**src/sv/sgbs_pkg.sv**
```systemverilog
`timescale 1ns / 1ps
// shared constants and types for the staggered grid bilinear sampler
package sgbs_pkg;

  localparam int unsigned FRAC_BITS   = 16;
  localparam int unsigned FRAC_W      = FRAC_BITS + 1;
  localparam int unsigned RECIP_W     = 24;
  localparam int unsigned POINT_W     = 32;
  localparam int unsigned SIZE_REG_W  = 9;
  localparam int unsigned CELL_IDX_W  = 8;
  localparam int unsigned CFG_IDX_W   = 3;
  localparam int unsigned CFG_DATA_W  = 24;
  localparam int unsigned PROD_W      = POINT_W + RECIP_W;
  localparam int unsigned POS_W       = PROD_W - FRAC_BITS + 1;
  localparam int unsigned CMP_W       = 13;

  localparam logic [FRAC_W-1:0] ONE_Q16 = FRAC_W'(1 << FRAC_BITS);
  localparam int unsigned ROUND_HALF    = 1 << (FRAC_BITS - 1);

  localparam logic [RECIP_W-1:0]    RECIP_RST  = RECIP_W'(65536);
  localparam logic [FRAC_W-1:0]     OFFSET_RST = '0;
  localparam logic [SIZE_REG_W-1:0] SIZE_RST   = SIZE_REG_W'(256);

  localparam int unsigned DEF_MAX_COLS   = 256;
  localparam int unsigned DEF_MAX_ROWS   = 256;
  localparam int unsigned DEF_VALUE_BITS = 32;

  typedef enum logic {
    OP_WRITE  = 1'b0,
    OP_SAMPLE = 1'b1
  } opcode_e;

  typedef enum logic [CFG_IDX_W-1:0] {
    REG_RECIP_W   = 3'd0,
    REG_RECIP_H   = 3'd1,
    REG_OFFSET_X  = 3'd2,
    REG_OFFSET_Y  = 3'd3,
    REG_COLS      = 3'd4,
    REG_ROWS      = 3'd5
  } cfg_reg_e;

endpackage

```
**src/sv/sgbs_lerp.sv**
```systemverilog
`timescale 1ns / 1ps
// two stage rounded linear blend a + (b - a) * f
module sgbs_lerp
  import sgbs_pkg::*;
#(
  parameter int unsigned VALUE_BITS = DEF_VALUE_BITS
) (
  input  logic                         clk_i,
  input  logic                         en_i,
  input  logic signed [VALUE_BITS-1:0] a_i,
  input  logic signed [VALUE_BITS-1:0] b_i,
  input  logic [FRAC_W-1:0]            f_i,
  output logic signed [VALUE_BITS-1:0] y_o
);

  localparam int unsigned DW = VALUE_BITS + 1;
  localparam int unsigned PW = DW + FRAC_W + 1;
  localparam int unsigned SW = PW - FRAC_BITS;

  logic signed [DW-1:0]         diff;
  logic signed [PW-1:0]         prod_d, prod_q;
  logic signed [VALUE_BITS-1:0] a_q, y_q;
  logic signed [PW-1:0]         rounded;
  logic signed [SW-1:0]         sum;

  always_comb begin
    diff   = DW'(b_i) - DW'(a_i);
    prod_d = PW'(diff) * PW'(signed'({1'b0, f_i}));
  end

  always_ff @(posedge clk_i) begin
    if (en_i) begin
      prod_q <= prod_d;
      a_q    <= a_i;
    end
  end

  always_comb begin
    rounded = prod_q + PW'(ROUND_HALF);
    sum     = SW'(rounded >>> FRAC_BITS) + SW'(a_q);
  end

  always_ff @(posedge clk_i) begin
    if (en_i) begin
      y_q <= sum[VALUE_BITS-1:0];
    end
  end

  assign y_o = y_q;

endmodule

```
**config.mk**
```make
export PLATFORM = sky130hd
export DESIGN_NAME = sgbs_lerp
export DESIGN_NICKNAME = d
export VERILOG_FILES = /design/src/sv/sgbs_pkg.sv /design/src/sv/sgbs_lerp.sv
export SDC_FILE = /design/constraint.sdc
export NUM_CORES = 2
export LEC_CHECK = 0
export ABC_AREA = 1
export BUFFER_PORTS_ARGS = -buffer_cell sky130_fd_sc_hd__buf_2
export CORE_UTILIZATION = 69
export CTS_BUF_LIST = sky130_fd_sc_hd__clkbuf_8
export CTS_CLUSTER_SIZE = 12
export DETAILED_ROUTE_END_ITERATION = 7
export GPL_TIMING_DRIVEN = 0
export PLACE_DENSITY = 0.95
export SLEW_MARGIN = 40
export SYNTH_ARGS = -nofsm -noshare
export SYNTH_HDL_FRONTEND = slang
export SYNTH_SLANG_ARGS = --single-unit
export TNS_END_PERCENT = 50
```
**constraint.sdc**
```tcl
create_clock -name clk_i -period 16 [get_ports clk_i]
set_input_delay 1.6 -clock clk_i [delete_from_list [all_inputs] [get_ports clk_i]]
set_output_delay 1.6 -clock clk_i [all_outputs]
set_load 0.005 [all_outputs]
```
==> results by group <==
Job
  – Max-cap violation count: 0

Drt
  – Iteration-0 DRC count of the detailed router: 2354
  – Routed wire length: 84200 um
  – Via count: 23.1k
  – Vias per cell: 5.81
  – 1st-pass router iterations: 8
  – Avg WL per Cell: 21.2 um
  – Final ANT Viol Nets: 0
  – Residual DRC: 0

Die
  – Die ar.: 0.0395 mm^2
  – I/O pin count: 115
  – Placement Rows: 71
  – Initial cell density of the core: 0.705
  – Die X: 199 um
  – Core footprint: 0.0379 mm^2
  – Die Height: 199 um

Final layout
  – Area occupied by multi-input gates: 0.0201 mm^2
  – Design Area, Final: 0.0282 mm^2
  – Layout cell share with drive strength beyond 1: 0.0761
  – Nets@finish: 4223
  – Area Overhead vs Synth: 5.42%
  – Filler cells: 2889
  – Most common cell after layout, fill and taps aside: inv_1
  – Storage cell area: 0.00291 mm^2
  – Commonest non-fill, non-tap cells in the layout: 874 x inv_1, 589 x nand2_1, 516 x fa_1

Clock network
  – Worst skew pair latency: 380 ps
  – Clock sink count: 97
  – CTS resizes: 0
  – Worst-path clk slew: 100 ps
  – Hold_buf cts: 0
  – CTS root buffer: clkbuf_8
  – CTS buffer count: 9
  – Setup Buffers After CTS: 0
  – Max Root-Sink Buffers: 2
  – CTS tree: built
  – # H-tree levels: 3

Critical path
  – R2R depth: 16
  – Reg2reg setup slack: 12050 ps
  – Worst Path Max Fanout: 10
  – Crit path capture type: flip-flop
  – Setup crit end: prod_q[47]
  – Crit path DAT: 9850 ps
  – Worst R2R End: y_o[29]
  – Worst flop-to-flop path startpoint: prod_q[17]
  – Critical path launch point type: input port
  – Critical Path Max Stage Delay: 630 ps
  – Kind of critical path: input port to flip-flop
  – Critical path's slowest cell: xnor2_2
  – WP data required: 16120 ps
  – Critical path startpoint: a_i[14]

Yosys
  – Ys flop type: edfxtp_1
  – Net count after synthesis: 4103
  – Ys Warns: 0
  – Synthesized cell area: 0.0267 mm^2
  – Netlist cell types: 57
  – Number of synthesized flops with an enable pin: 97
  – #FFs+latches synth: 97
  – Ys async rst share: 0
  – Cells after Synth: 3330
  – Register area share after synthesis: 0.109
  – Post-Syn Area per Cell: 8.03 um^2

Timing
  – Worst slew margin: 0.331
  – RSZ-0062 raised after global routing: false
  – Post-layout min period: 9730 ps
  – Final hold vios: 0
  – Skew final: 16.1 ps
  – Fin Setup TNS: 0 ps
  – Final period util: 0.608
  – Count of final setup violators: 0
  – Worst Tran Pin Value: 1000 ps
  – Max frequency: 103 MHz
  – Slew Viols, Final: 0

Global route
  – Number of global-route vias before repair: 24.1k
  – All-Layer GR Usage: 0.447
  – Gr ovfl total: 0
  – Global-route wire length before repair: 130000 um
  – Initial antenna violation count: 4
  – Largest net degree at the start of global routing: 56

Place
  – Hpwl dp: 72000 um
  – RePlAce Congestion: 1.04
  – Placed cell area: 0.0280 mm^2
  – IO buf count: 107

Hold path
  – Worst hold start: a_q[0]
  – Worst Hold Class: flip-flop to flip-flop

Outcome
  – Status: completed
## registers in the layout, summed over array words and instances (netlist names)
signal	cells
a_q	32
prod_q	33
y_o	32
## metal layers
| layer | vias to the layer above | track usage | share of wire |
|---|---|---|---|
| met5 | - | 0 | 0.00027 |
| met4 | 4 | 0.306 | 0.081 |
| met3 | 428 | 0.117 | 0.12 |
| met2 | 1607 | 0.708 | 0.45 |
| met1 | 11000 | 0.538 | 0.34 |
| li1 | 10000 | - | - |
## worst min path at each step
stage,to,slack [ps],depth (start not counted)
2_1_floorplan,y_o[0],530,1
3_3_place_gp,y_o[0],540,1
3_5_place_dp,y_o[0],540,1
4_1_cts,y_o[0],570,1
5_1_grt,y_o[0],600,1
6_report,y_o[0],570,1
## logic make-up after synthesis
group	after synthesis	share of synthesized area
buffers and inverters	969	0.139
AND/OR/NAND/NOR	1209	0.188
adder cells (fa/ha/maj)	690	0.468
XOR/XNOR	109	0.0392
AO/OA/AOI/OAI	256	0.0577
flip-flops	97	0.109
## per-stage QoR
| step | std cells | util | setup WS (ps) | hold WS, ps |
|---|---|---|---|---|
| 2_1_floorplan | 3330 | - | 7890 | 526 |
| 3_3_place_gp | 3948 | 0.736 | 6120 | 536 |
| 3_5_place_dp | 3949 | 0.737 | 6070 | 544 |
| 4_1_cts | 3965 | 0.742 | 6460 | 568 |
| 5_1_grt | 3968 | 0.743 | 6150 | 597 |
| 6_report | 3968 | 0.743 | 6270 | 566 |
## synth_stat cells (3+ instances only)
master | instances | area [um^2]
inv_1 | 873 | 3280
nand2_1 | 589 | 2210
fa_1 | 516 | 10300
nor2_1 | 404 | 1520
ha_1 | 174 | 2180
a21oi_1 | 114 | 571
edfxtp_1 | 97 | 2910
nand3_1 | 86 | 430
xor2_1 | 64 | 561
clkbuf_1 | 56 | 210
o21ai_0 | 54 | 270
xnor2_1 | 34 | 298
or2_2 | 28 | 175
nor3_1 | 19 | 95.1
nand4_1 | 18 | 113
nor2_2 | 18 | 113
a21o_1 | 17 | 128
o21bai_1 | 17 | 128
nand2_2 | 15 | 93.8
a31oi_1 | 14 | 87.6
buf_2 | 13 | 65.1
inv_2 | 10 | 37.5
o21a_1 | 8 | 60.1
buf_4 | 6 | 45.0
nor4_1 | 6 | 37.5
xor2_2 | 6 | 97.6
a21oi_2 | 5 | 43.8
and3_1 | 5 | 31.3
clkinv_1 | 5 | 18.8
o211ai_1 | 5 | 37.5
buf_6 | 4 | 45.0
nor3_2 | 4 | 40.0
o21ai_1 | 4 | 20.0
xnor2_2 | 4 | 65.1
a21oi_4 | 3 | 48.8
and2_1 | 3 | 18.8
nand3_2 | 3 | 30.0
nand3b_2 | 3 | 33.8
## area by class of cell
class / instances / share of cell area
multi-input cells: 2264 / 0.715
flip-flops and latches: 97 / 0.103
repair buffers: 109 / 0.0203
clock buffers: 9 / 0.00439
inverters: 888 / 0.118
diodes: 2 / 0.000178
plain buffers: 81 / 0.0135
well taps: 511 / 0.0227
clock inverters: 7 / 0.00271
## worst max-delay path, delay by kind of cell
family | cells | cell delay, ps
compound gates | 6 | 1460
xor+xnor | 1 | 630
simple gates | 11 | 1350
fa+ha+maj | 8 | 3940
buf+inv | 8 | 870
Power is not shown: default switching activity piles up to over one toggle a cycle in this logic, so the estimate is an artifact.
