## config.mk

```make
export PLATFORM = sky130hd
export DESIGN_NAME = sgbs_locate
export DESIGN_NICKNAME = d
export VERILOG_FILES = /design/src/sv/sgbs_pkg.sv /design/src/sv/sgbs_locate.sv
export SDC_FILE = /design/constraint.sdc
export NUM_CORES = 2
export LEC_CHECK = 0
export ABC_CLOCK_PERIOD_IN_PS = 11800
export BUFFER_PORTS_ARGS = -buffer_cell sky130_fd_sc_hd__buf_2
export CAP_MARGIN = 20
export CORE_ASPECT_RATIO = 0.9
export CORE_MARGIN = 10
export CORE_UTILIZATION = 65
export CTS_BUF_LIST = sky130_fd_sc_hd__clkbuf_8
export DETAILED_ROUTE_END_ITERATION = 10
export PLACE_DENSITY = 0.84
export SYNTH_ARGS = -nofsm -noshare
export SYNTH_HDL_FRONTEND = slang
export SYNTH_SLANG_ARGS = --single-unit
export TNS_END_PERCENT = 100
```

## constraint.sdc

```tcl
create_clock -name clk_i -period 11.8 [get_ports clk_i]
set_input_delay 2.95 -clock clk_i [delete_from_list [all_inputs] [get_ports clk_i]]
set_output_delay 2.95 -clock clk_i [all_outputs]
set_load 0.01 [all_outputs]
```

## src/sv/sgbs_pkg.sv

```systemverilog
`timescale 1ns / 1ps
// shared constants and types for the staggered grid bilinear sampler
package sgbs_pkg;

  localparam int unsigned FRAC_BITS   = 16;
  localparam int unsigned FRAC_W      = FRAC_BITS + 1;
  localparam int unsigned RECIP_W     = 24;
  localparam int unsigned POINT_W     = 32;
  localparam int unsigned SIZE_REG_W  = 9;
  localparam int unsigned CELL_IDX_W  = 8;
  localparam int unsigned CFG_IDX_W   = 3;
  localparam int unsigned CFG_DATA_W  = 24;
  localparam int unsigned PROD_W      = POINT_W + RECIP_W;
  localparam int unsigned POS_W       = PROD_W - FRAC_BITS + 1;
  localparam int unsigned CMP_W       = 13;

  localparam logic [FRAC_W-1:0] ONE_Q16 = FRAC_W'(1 << FRAC_BITS);
  localparam int unsigned ROUND_HALF    = 1 << (FRAC_BITS - 1);

  localparam logic [RECIP_W-1:0]    RECIP_RST  = RECIP_W'(65536);
  localparam logic [FRAC_W-1:0]     OFFSET_RST = '0;
  localparam logic [SIZE_REG_W-1:0] SIZE_RST   = SIZE_REG_W'(256);

  localparam int unsigned DEF_MAX_COLS   = 256;
  localparam int unsigned DEF_MAX_ROWS   = 256;
  localparam int unsigned DEF_VALUE_BITS = 32;

  typedef enum logic {
    OP_WRITE  = 1'b0,
    OP_SAMPLE = 1'b1
  } opcode_e;

  typedef enum logic [CFG_IDX_W-1:0] {
    REG_RECIP_W   = 3'd0,
    REG_RECIP_H   = 3'd1,
    REG_OFFSET_X  = 3'd2,
    REG_OFFSET_Y  = 3'd3,
    REG_COLS      = 3'd4,
    REG_ROWS      = 3'd5
  } cfg_reg_e;

endpackage

```

## src/sv/sgbs_locate.sv

```systemverilog
`timescale 1ns / 1ps
// two stage grid position unit for one axis: scale, offset, saturate, split
module sgbs_locate
  import sgbs_pkg::*;
#(
  parameter int unsigned MAX_SIZE = DEF_MAX_COLS,
  localparam int unsigned IW = (MAX_SIZE > 2) ? $clog2(MAX_SIZE) : 1,
  localparam int unsigned SW = $clog2(MAX_SIZE + 1)
) (
  input  logic               clk_i,
  input  logic               en_i,
  input  logic [POINT_W-1:0] point_i,
  input  logic [RECIP_W-1:0] recip_i,
  input  logic [FRAC_W-1:0]  offset_i,
  input  logic [SW-1:0]      size_i,
  output logic [IW-1:0]      cell_o,
  output logic [FRAC_W-1:0]  frac_o
);

  logic [PROD_W-1:0] prod_q;
  logic [POS_W-1:0]  pos, top, pos_sat;
  logic [IW-1:0]     cell_raw, cell_d, cell_q;
  logic [FRAC_W-1:0] frac_d, frac_q;
  logic              last;

  always_ff @(posedge clk_i) begin
    if (en_i) begin
      prod_q <= PROD_W'(point_i) * PROD_W'(recip_i);
    end
  end

  always_comb begin
    pos      = POS_W'(prod_q[PROD_W-1:FRAC_BITS]) + POS_W'(offset_i);
    top      = POS_W'(size_i - SW'(1)) << FRAC_BITS;
    pos_sat  = (pos > top) ? top : pos;
    cell_raw = pos_sat[FRAC_BITS +: IW];
    last     = (pos_sat == top);
    cell_d   = last ? (cell_raw - IW'(1)) : cell_raw;
    frac_d   = last ? ONE_Q16 : {1'b0, pos_sat[FRAC_BITS-1:0]};
  end

  always_ff @(posedge clk_i) begin
    if (en_i) begin
      cell_q <= cell_d;
      frac_q <= frac_d;
    end
  end

  assign cell_o = cell_q;
  assign frac_o = frac_q;

endmodule

```

==> flow_summary_export.csv <==
group,metric,value,unit
status,status,"finished clean",
timing,fmax,0.0908,GHz
timing,setup_tns,0,ps
timing,setup_viol,0,
worst_setup_path,cp_num_buf_inv,6,
yosys,synth_edf_count,65,
worst_setup_path,r2r_slack,5630,ps
finish,stdcell_count,3864,
detailed_routing,met1_length,31500,um
worst_setup_path,crit_type,"in -> reg",
detailed_routing,wl_met2,37600,um
detailed_routing,drc,0,
yosys,ys_types,94,
worst_hold_path,holdCritStartpoint,"prod_q[16]$_DFFE_PP_",
cts,hold_buffers,0,
detailed_routing,drt-initial-drc-count,2438,
yosys,synth.area.top_cells,"fa_1, ha_1, inv_1, and2_1, edfxtp_1",
floorplanning,ios,109,
global_route,grt_overflow,0,
global_route,grt_pass1_vias,25600,
yosys,syn_area,0.0296,mm2
placement,dp_cells,3846,
worst_setup_path,crit_required,11920,ps
floorplanning,initial_core_util,65.5,%
worst_setup_path,worstRegToRegCells,19,
worst_setup_path,cp_slowest_stage_delay,760,ps
worst_hold_path,hold_path_depth,2,
worst_hold_path,hold_path.class,"reg -> reg",
global_route,grt_pass1_wl,134000,um
worst_hold_path,min_to,"frac_o[0]$_SDFFCE_PP0P_",
timing,min_period_over_period,93.4,%
placement,numPortBuffers,108,
flow_run,cap_viol_max_count,0,
timing,rsz0062_at_grt,"false",
yosys,synth-main-ff-cell,"edfxtp_1",
yosys,ys_ff_latch,65,
worst_setup_path,cp.arrival,11140,ps
detailed_routing,wire_per_inst,21.4,um
finish,finalNetCount,4213,
detailed_routing,dr.max_layer_used,"met5",
cts,ctsResizeCount,0,
finish,drive_above_1_share,5.56,%
timing,finalCriticalPeriod,11020,ps
floorplanning,rows,74,
detailed_routing,via_per_inst,5.98,
worst_setup_path,r2r_end,"cell_o[4]$_DFFE_PP_",
timing,slew_violations,0,
worst_setup_path,cp_top_family,"adder cells",
timing,tightest_slew,1120,ps
yosys,syn_area_per_cell,9.03,um2
worst_setup_path,r2r_start,"prod_q[30]$_DFFE_PP_",
global_route,grt_use_total,31.0,%
timing,hold_viol,0,
detailed_routing,routed-wl-met3,10300,um
yosys,syn-instance-count,3277,
cts,cts_buffers,9,
cts,clock_sinks,65,
global_route,antenna_found_initial,4,
global_route,grt_max_degree,66,
yosys,yosys_warnings,0,
cts,cts_tree,"done",
floorplanning,die_height,222,um
yosys,ys_async_sr_fraction,0,%
cts,clkLatencyLatePin,380,ps
cts,post_cts_buffers,0,
worst_setup_path,slowest_stage,"o311ai_0",
yosys,syn-num-nets,4241,
placement,routabilityCongestion,0.973,
placement,dp_hpwl,64300,um
worst_setup_path,crit_fanout,32,
yosys,seq_area_frac_synth,6.59,%
detailed_routing,routed-via-count,23100,
yosys,yosys.area.top_type,"fa_1",
cts,cts.clk_slew.worst_paths,80,ps
detailed_routing,wirelength,82900,um
detailed_routing,ant_nets,0,
worst_setup_path,start_kind,"input pin",
floorplanning,dieArea,0.0545,mm2
cts,h-tree-depth,3,
detailed_routing,firstDrtPassIters,8,
yosys,synth.top_cell.area_share,44.5,%
timing,skew,24.5,ps
cts,cts_root_buf,"clkbuf_8",
worst_setup_path,crit_top_cell,"fa_1",
timing,slew_headroom,24.4,%
floorplanning,die-width,245,um
floorplanning,coreArea,0.0452,mm2
cts,clk_path_buf_depth,2,
finish,area_growth,3.33,%
worst_setup_path,worstSetupEndpointType,"flop",
==> worst max path at each step <==
stage                from                   end  slack [ps]  cells past startpoint
2_1_floorplan  recip_i[3]  prod_q[54]$_DFFE_PP_        1790                     25
3_3_place_gp   recip_i[3]  prod_q[54]$_DFFE_PP_         750                     25
3_5_place_dp   recip_i[3]  prod_q[54]$_DFFE_PP_         530                     25
4_1_cts        recip_i[3]  prod_q[54]$_DFFE_PP_         930                     25
5_1_grt        recip_i[3]  prod_q[54]$_DFFE_PP_         440                     25
6_report       recip_i[3]  prod_q[54]$_DFFE_PP_         780                     25
==> cell usage after synthesis (all sizes together) (4+ instances only) <==
cell	number
nor2b	13
a311oi	4
a211o	8
mux2i	4
edfxtp	65
fa	658
a211oi	17
and2	388
a2111oi	9
o31a	6
a21o	30
or3	7
o21a	21
nor3	32
a221o	5
a31oi	11
nor3b	5
mux2	5
nor4	5
ha	222
and3	20
inv	735
clkbuf	144
nand3	25
nand4	21
o31ai	6
xnor2	50
and4	7
or2	7
a21oi	54
o211ai	15
o21ai	36
buf	18
xor2	27
nor2	71
o2111ai	9
nand2b	12
nand2	449
==> tightest hold or removal path, stage by stage (launching register included) <==
cell and delay, ps:
edfxtp_1 340, ha_1 130, nor2b_1 130
==> registers in the layout (all words and copies together), names as in the netlist <==
register  count
cell_o        8
frac_o       17
prod_q       40
==> cells in the final DEF (no fill, tap or decap), types with 11 or more instances in the layout <==
master      n
nand2_1   447
inv_1     735
a31oi_1    11
and3_1     20
nor2b_1    13
nand2b_1   12
fa_1      658
a21o_1     29
nor2_1     70
and2_1    386
ha_1      222
a211oi_1   15
buf_2     108
a21oi_1    53
buf_4      15
o211ai_1   13
nor3_1     30
nand4_1    19
edfxtp_1   65
xor2_1     27
o21ai_0    30
o21a_1     21
xnor2_1    50
nand3_1    23
==> area by class of cell <==
| type | count | area (um2) |
|---|---|---|
| clock inverter | 7 | 82.6 |
| clock buffer | 9 | 124 |
| fill | 3519 | 14600 |
| antenna | 2 | 5.00 |
| inverter | 735 | 2760 |
| tap | 608 | 761 |
| timing repair buffer | 123 | 653 |
| multi-input combinational | 2315 | 24200 |
| sequential | 65 | 1950 |
==> cells by family after synthesis <==
logic type | synth area share (%)
buffers and inverters | 11.5
multiplexers | 0.326
XOR/XNOR | 2.35
AO/OA/AOI/OAI | 6.79
AND/OR/NAND/NOR | 18.6
adder cells (fa/ha/maj) | 53.9
flip-flops | 6.59
==> metrics by stage <==
step	hold WS [ps]	instance area [um2]	setup WS [ps]	util, %
detailed placement	710	30400	533	67.2
global route	774	30600	439	67.7
floorplan	647	29600	1790	-
CTS	729	30600	928	67.7
global placement	682	30400	749	67.2
finish	714	30600	782	67.7
==> per-layer routing <==
metal	GRT usage, %	up-vias
li1	-	9847
met1	40.5	11400
met2	49.5	1580
met3	7.29	299
met4	12.0	6
met5	0	-
Power is not shown: default switching activity piles up to over one toggle a cycle in this logic, so the estimate is an artifact.
